$ cat config.mk
export PLATFORM = sky130hd
export DESIGN_NAME = fsd_isqrt
export DESIGN_NICKNAME = d
export VERILOG_FILES = /design/src/rtl/fsd_pkg.sv /design/src/rtl/fsd_isqrt.sv
export SDC_FILE = /design/constraint.sdc
export NUM_CORES = 2
export LEC_CHECK = 0
export BUFFER_PORTS_ARGS = -buffer_cell sky130_fd_sc_hd__buf_4
export CORE_AREA = 2 2 583 585
export DETAILED_ROUTE_END_ITERATION = 8
export DIE_AREA = 0 0 585 587
export GPL_TIMING_DRIVEN = 0
export PLACE_DENSITY = 0.59
export SLEW_MARGIN = 40
export SYNTH_ARGS = -nofsm -noshare
export SYNTH_HDL_FRONTEND = slang
export SYNTH_MEMORY_MAX_BITS = 65536
export SYNTH_SLANG_ARGS = --single-unit
export TNS_END_PERCENT = 10
$ cat constraint.sdc
create_clock -name clk -period 7.55 [get_ports clk]
set_input_delay 0.755 -clock clk [delete_from_list [all_inputs] [get_ports clk]]
set_output_delay 0.755 -clock clk [all_outputs]
set_load 0.03 [all_outputs]
$ cat src/rtl/fsd_pkg.sv
package fsd_pkg;

  // coordinate and normal widths
  localparam int CW   = 16;
  localparam int EW   = CW + 1;
  localparam int PW   = 2 * EW;
  localparam int NW   = PW + 1;
  localparam int MW   = PW;
  localparam int NORM = 14;
  localparam int SW   = NORM + 1;
  localparam int KW   = $clog2(MW - NORM + 2);

  // dot products, squares and the sine term
  localparam int DW        = 32;
  localparam int QW        = 30;
  localparam int PRW       = 2 * QW;
  localparam int ISQ_STEPS = PRW / 2;
  localparam int RW        = ISQ_STEPS;

  // angle unit
  localparam int CORDIC_STEPS = 28;
  localparam int XW           = 34;
  localparam int ZW           = 35;
  localparam int FFB          = 16;
  localparam int FW           = FFB + 1;
  localparam int BW           = 10;
  localparam int CHW          = 8;
  localparam int CFW          = CHW + FW;
  localparam int COLW         = 3 * CHW;

  localparam logic signed [ZW-1:0] Z_HALF = ZW'(64'sd2147483648);
  localparam logic signed [ZW-1:0] Z_FULL = ZW'(64'sd4294967296);

  localparam logic signed [ZW-1:0] ATAN_TAB [CORDIC_STEPS] = '{
    ZW'(64'sd1073741824), ZW'(64'sd633866811), ZW'(64'sd334917815),
    ZW'(64'sd170009511), ZW'(64'sd85334662), ZW'(64'sd42708931),
    ZW'(64'sd21359677), ZW'(64'sd10680490), ZW'(64'sd5340327),
    ZW'(64'sd2670173), ZW'(64'sd1335088), ZW'(64'sd667544),
    ZW'(64'sd333772), ZW'(64'sd166886), ZW'(64'sd83443),
    ZW'(64'sd41722), ZW'(64'sd20861), ZW'(64'sd10430),
    ZW'(64'sd5215), ZW'(64'sd2608), ZW'(64'sd1304),
    ZW'(64'sd652), ZW'(64'sd326), ZW'(64'sd163),
    ZW'(64'sd81), ZW'(64'sd41), ZW'(64'sd20), ZW'(64'sd10)
  };

  // pipeline layout
  localparam int FRONT   = 10;
  localparam int FL_LOAD = 3;
  localparam int F_STAGE = FRONT + ISQ_STEPS + CORDIC_STEPS;
  localparam int FL_LEN  = F_STAGE - FL_LOAD;
  localparam int LAT     = F_STAGE + 3;
  localparam int SB_LEN  = LAT - 1;
  localparam int SBW     = COLW + CW;

  // register map
  localparam int AW = 4;
  localparam logic [1:0] REG_LIGHT_X      = 2'd0;
  localparam logic [1:0] REG_LIGHT_Y      = 2'd1;
  localparam logic [1:0] REG_LIGHT_Z      = 2'd2;
  localparam logic [1:0] REG_BRIGHTNESS   = 2'd3;

  // right shift that brings a magnitude below 2^NORM
  function automatic logic [KW-1:0] norm_k(input logic [MW-1:0] m);
    logic [KW-1:0] k;
    k = '0;
    for (int i = NORM; i < MW; i++) begin
      if (m[i]) k = KW'(i - NORM + 1);
    end
    return k;
  endfunction

  function automatic logic signed [SW-1:0] shrink1(input logic neg,
                                                   input logic [MW-1:0] m,
                                                   input logic [KW-1:0] k);
    logic [MW-1:0] t;
    logic signed [SW-1:0] q;
    t = m >> k;
    q = $signed({1'b0, t[NORM-1:0]});
    return neg ? -q : q;
  endfunction

endpackage

$ cat src/rtl/fsd_isqrt.sv
module fsd_isqrt import fsd_pkg::*; (
  input  logic                  clk,
  input  logic                  en,
  input  logic [PRW-1:0]        a_i,
  input  logic signed [DW-1:0]  d_i,
  output logic [RW-1:0]         s_o,
  output logic signed [DW-1:0]  d_o
);

  logic [PRW-1:0]       a_r [ISQ_STEPS];
  logic [PRW:0]         r_r [ISQ_STEPS];
  logic signed [DW-1:0] d_r [ISQ_STEPS];

  // one result bit per stage, highest first
  for (genvar j = 0; j < ISQ_STEPS; j++) begin : g_step
    localparam logic [PRW:0] BIT = (PRW+1)'(1) << (2 * (ISQ_STEPS - 1 - j));
    logic [PRW-1:0]       a_in, a_nxt;
    logic [PRW:0]         r_in, r_nxt, tr;
    logic signed [DW-1:0] d_in;

    if (j == 0) begin : g_first
      assign a_in = a_i;
      assign r_in = '0;
      assign d_in = d_i;
    end else begin : g_next
      assign a_in = a_r[j-1];
      assign r_in = r_r[j-1];
      assign d_in = d_r[j-1];
    end

    always_comb begin
      tr = r_in + BIT;
      if ({1'b0, a_in} >= tr) begin
        a_nxt = a_in - tr[PRW-1:0];
        r_nxt = (r_in >> 1) + BIT;
      end else begin
        a_nxt = a_in;
        r_nxt = r_in >> 1;
      end
    end

    always_ff @(posedge clk) begin
      if (en) begin
        a_r[j] <= a_nxt;
        r_r[j] <= r_nxt;
        d_r[j] <= d_in;
      end
    end
  end

  assign s_o = r_r[ISQ_STEPS-1][RW-1:0];
  assign d_o = d_r[ISQ_STEPS-1];

endmodule

**Word-level counts from Yosys, hierarchy flattened**

Memory sizes are Yosys's and may differ from the RTL's.
Cells that the tools add are included.

- Register bits after elaboration: 0
- Bits in writable memories: 4590
- Input bits: 94
- Output and inout port bits: 62
- Word-level logic and storage cells: 183
- Memories kept: 3

Memories:

| name | words | bits a word | rd ports | clocked after Yosys merged registers in | write ports | line | text |
|---|---|---|---|---|---|---|---|
| r_r | 30 | 61 | 30 | 0 | 30 | fsd_isqrt.sv:11 | `logic [PRW:0] r_r [ISQ_STEPS];` |
| a_r | 30 | 60 | 29 | 0 | 30 | fsd_isqrt.sv:10 | `logic [PRW-1:0] a_r [ISQ_STEPS];` |
| d_r | 30 | 32 | 30 | 0 | 30 | fsd_isqrt.sv:12 | `logic signed [DW-1:0] d_r [ISQ_STEPS];` |

- Add/subtract/negate cells: 88
- Order comparisons: 30
- Multiplexer cells: 62

Operators with widths:

| kind | number |
|---|---|
| $mux W60 | 30 |
| $ge A60 B61 Y1 | 29 |
| $mux W61 | 29 |
| $sub A60 B60 Y60 | 29 |
| $add A60 B1 Y61 const B | 1 |
| $add A60 B11 Y61 const B | 1 |
| $add A60 B13 Y61 const B | 1 |
| $add A60 B15 Y61 const B | 1 |
| $add A60 B17 Y61 const B | 1 |
| $add A60 B19 Y61 const B | 1 |
| $add A60 B21 Y61 const B | 1 |
| $add A60 B23 Y61 const B | 1 |
| $add A60 B25 Y61 const B | 1 |
| $add A60 B27 Y61 const B | 1 |
| $add A60 B29 Y61 const B | 1 |
| $add A60 B3 Y61 const B | 1 |
| $add A60 B31 Y61 const B | 1 |
| $add A60 B33 Y61 const B | 1 |
| $add A60 B35 Y61 const B | 1 |
| $add A60 B37 Y61 const B | 1 |
| $add A60 B39 Y61 const B | 1 |
| $add A60 B41 Y61 const B | 1 |
| $add A60 B43 Y61 const B | 1 |
| $add A60 B45 Y61 const B | 1 |
| other kinds (42) | 43 |

**Longest topological paths before layout**

An unclocked memory read counts as a cell.

- Depth after elaboration: 4
- Mapped depth: 14
- Mapped depth without buffers: 12

**Least setup slack after synthesis**

Ideal clock, no wire load.

- Path kind: reg2reg
- Start: memory a_r[1][259] in the netlist's numbering
- End: memory a_r[1][328] in the netlist's numbering (data pin)
- Setup time: 0.270 ns
- Arrival time: 3.149 ns
- Required time: 7.280 ns
- Slack: 4.130 ns
- Stages on the path, launching flop included: 13
- Buffers on the path: 3
- Clock period less this slack: 3.420 ns
- Path through: edfxtp_1 -> ha_1 -> o21a_1 -> a2bb2oi_1 -> a311oi_1 -> or4_1 -> nand4b_1 -> a31oi_1 -> or3b_1 -> clkbuf_1 -> clkbuf_1 -> buf_1 -> a21oi_1

RTL lines:

| what | line |
|---|---|
| start: declaration | fsd_isqrt.sv:10 |

==> results.py <==
metrics = {
    "power_and_ir_drop": {
        "total_power_mw": 46.7,
        "vdd_drop_max_v": 0.000237,
        "powerDensity_nw_per_um2": 303,
        "power_leakage_nw": 56.1,
    },
    "floorplan": {
        "io_pins": 156,
        "rows": 214,
        "initial_core_util_pct": 39.8,
        "coreArea_um2": 338000,
        "dieArea_um2": 343000,
        "die_w_um": 585,
        "die_y_um": 587,
    },
    "timing": {
        "drv_slew": 0,
        "timing.final.crit_share_pct": 69.7,
        "max_freq_mhz": 190,
        "worst_clock_skew_ps": 80.6,
        "setup_tns_ps": 0,
        "slew_headroom_pct": 39.9,
        "hold_viol": 0,
        "rsz0062_at_grt": "false",
        "tightestPinTransition_ps": 894,
        "setup_viol": 0,
        "holdWs_ps": 146,
        "period_needed_ps": 5260,
    },
    "detailed_routing": {
        "drt-total-wl_um": 300000,
        "vias": 75673,
        "dr.pass1.iters": 5,
        "post-route-drc-count": 0,
        "drtAntennaViolNets": 0,
        "vias_per_cell": 5.12,
        "wl_per_cell_um": 20.3,
        "drt_iter0_drc": 4629,
    },
    "critical_path": {
        "path_max_fanout": 130,
        "ff2ff_setup_slack_ps": 2370,
        "critPathLaunch": "en",
        "path_buf_inv": 10,
        "reg2reg_from": "r_r[1][679]",
        "worstPathCellList": "buf_16, buf_16, buf_16, buf_16, buf_16, buf_16, buf_16, buf_16, buf_16, buf_16",
        "critPathArrivalTime_ps": 5780,
        "max_stage_delay_ps": 500,
        "cp_slowest_cell": "buf_16",
        "end_kind": "flop",
        "reg2reg_to": "a_r[1][751]",
        "reg2regPathDepth": 11,
        "cpMostUsedCell": "buf_16",
        "timing_worst_setup_path_type": "in2reg",
        "worstSetupStartpointType": "primary input",
        "path_delay_family": "buffers and inverters",
        "crit_required_ps": 8070,
    },
    "synth": {
        "synth_fa_ha_area_share_pct": 4.59,
        "synth_nets": 9899,
        "synth_xor_area_share_pct": 4.99,
        "synth_compound_area_share_pct": 7.23,
        "synthesis.area_um2": 134000,
        "avgSynthCellArea_um2": 14.4,
        "ys_seq_area_share_pct": 70.7,
        "yosys_register_bits": 3165,
        "synth_top_family_by_area": "simple AND/OR/NAND/NOR gates",
        "muxShareOfSynthArea_pct": 0.710,
        "synth_warnings": 0,
        "synthFlopType": "edfxtp_1",
        "netlist_instances": 9312,
        "synth_cell_type_count": 89,
        "yosys.area_share.simple_pct": 9.47,
        "ys_async_sr_fraction_pct": 0,
        "synth_edf_count": 3165,
    },
    "global_route": {
        "grt_max_degree": 131,
        "grt_use_total_pct": 17.2,
        "grt-ovfl-total": 0,
        "first_global_vias": 79737,
        "antenna_found_initial": 10,
        "grt_pass1_wl_um": 455000,
    },
    "placement": {
        "io_buffers": 155,
        "routabilityCongestion": 0.999,
        "hpwl_um": 223000,
        "postPlaceCellArea_um2": 142000,
    },
    "cells_and_area": {
        "stdcell_area_um2": 154000,
        "drive_gt1_share_pct": 8.91,
        "syn_to_final_growth_pct": 14.8,
        "final_cell_mix": "3165 x edfxtp_1, 599 x inv_1, 578 x nor2_1",
        "final_nets": 10526,
        "final_common_cell": "edfxtp_1",
    },
    "cts": {
        "cts_tree": "yes",
        "postCtsSetupBuffers": 0,
        "clock_latency_ps": 930,
        "numCtsBuffers": 343,
        "cts_root_buf": "clkbuf_16",
        "cts_max_level": 5,
        "clock-sinks": 3165,
        "clock_path_buffers": 4,
        "clkTransAtPathRegs_ps": 60,
    },
    "status": {
        "outcome": "completed",
    },
    "min_path": {
        "hold_class": "in2reg",
        "worstHoldEndpoint": "a_r[0][59]",
        "holdPathStages": 3,
        "worstHoldStart": "a_i[59]",
    },
    "run": {
        "drv_cap": 0,
    },
}
worst register-to-register path, cell delays in order, from the launching register on:
cell       delay (ps)
edfxtp_1          350
inv_1              50
ha_1              340
nand4_1           440
a21oi_1           200
o2111ai_1         550
a31oi_1           320
a31oi_1           490
o41a_1            520
clkbuf_1          680
clkbuf_1          670
o21ai_0           210
state kept, by name, indices dropped and copies added, names as in the netlist:
name  flops
a_r    1740
d_r     960
r_r     465
cell families after synthesis:
| logic type | count (synthesis) |
|---|---|
| AND/OR/NAND/NOR | 2447 |
| flip-flops | 3165 |
| multiplexers | 86 |
| XOR/XNOR | 765 |
| adder cells (fa/ha/maj) | 493 |
| AO/OA/AOI/OAI | 1567 |
| buffers and inverters | 789 |
worst max path at each step:
stage                        to  slack, ps  depth (start not counted)
floorplan           a_r[1][328]       4130                         12
global placement    d_r[1][426]     -22860                          1
detailed placement  d_r[1][426]       1250                         10
CTS                 a_r[1][337]       2160                         12
global route        d_r[1][301]       1910                         10
finish              d_r[1][173]       2290                         10
stage by stage:
stage                     worst slack, ps  utilization [%]  instances
after global routing                 1910             45.7      14769
after floorplan                      4130                -       9312
after global placement             -22860             41.8      14003
after CTS                            2160             45.6      14753
final                                2290             45.7      14773
after detailed placement             1250             42.1      14040
where the power goes:
| part | total (mW) | internal, mW | switching (mW) |
|---|---|---|---|
| registers | 22.9 | 21.7 | 1.21 |
| clock network | 16.2 | 9.43 | 6.82 |
| logic | 7.56 | 3.00 | 4.56 |
| total | 46.7 | 34.1 | 12.6 |
synthesized netlist by cell type, types with 9 or more instances:
cell type	number	area share, %
or4_1	85	0.47
a21oi_1	534	2.0
nand2_1	472	1.3
nor3b_1	19	0.11
o21bai_1	35	0.20
o21a_1	90	0.50
and4_1	22	0.14
xnor2_1	395	2.6
ha_1	493	4.6
o31a_1	9	0.059
nor2b_1	57	0.27
nor3_1	223	0.83
nor4b_1	38	0.25
o22ai_1	18	0.084
or2_2	37	0.17
a211oi_1	45	0.25
a31oi_1	42	0.20
a21o_1	188	1.1
xor2_1	370	2.4
edfxtp_1	3165	71
mux2_2	75	0.63
o211ai_1	33	0.18
nor2_1	579	1.6
a211o_1	15	0.098
nand3b_1	29	0.16
buf_1	14	0.039
o41ai_1	20	0.13
buf_4	32	0.18
a2111oi_0	16	0.10
nand3_1	136	0.51
nand4b_1	14	0.091
nand2b_1	100	0.47
o21ai_0	354	1.3
nor4_1	301	1.4
a21boi_0	22	0.12
inv_1	599	1.7
clkbuf_1	134	0.37
and2_1	32	0.15
o31ai_1	46	0.26
and3_1	42	0.20
or3_1	88	0.41
nand4_1	135	0.63
mux2i_1	11	0.082
layout make-up:
class	instances	area [um2]
antenna	20	50.0
buffer	185	826
clock buffer	413	8930
clock inverter	210	1990
fill	29567	184000
inverter	604	2270
multi-input combinational	5358	36600
sequential	3165	95000
tap	4536	5680
timing repair buffer	282	2940
what timing repair did:
action | in CTS | in global routing
hold buffers | 90 | 0
resized for setup | 0 | 0
hold endpoints to repair | 90 | 0
routing by layer:
metal	up-vias	wire length, um	GRT usage (%)
met3	761	9670	2.28
met2	1694	173000	35.4
met5	-	0	0
met1	36591	96300	15.2
met4	0	20500	11.1
li1	36627	-	-
Note: power is estimated with default switching activity, not from simulation.
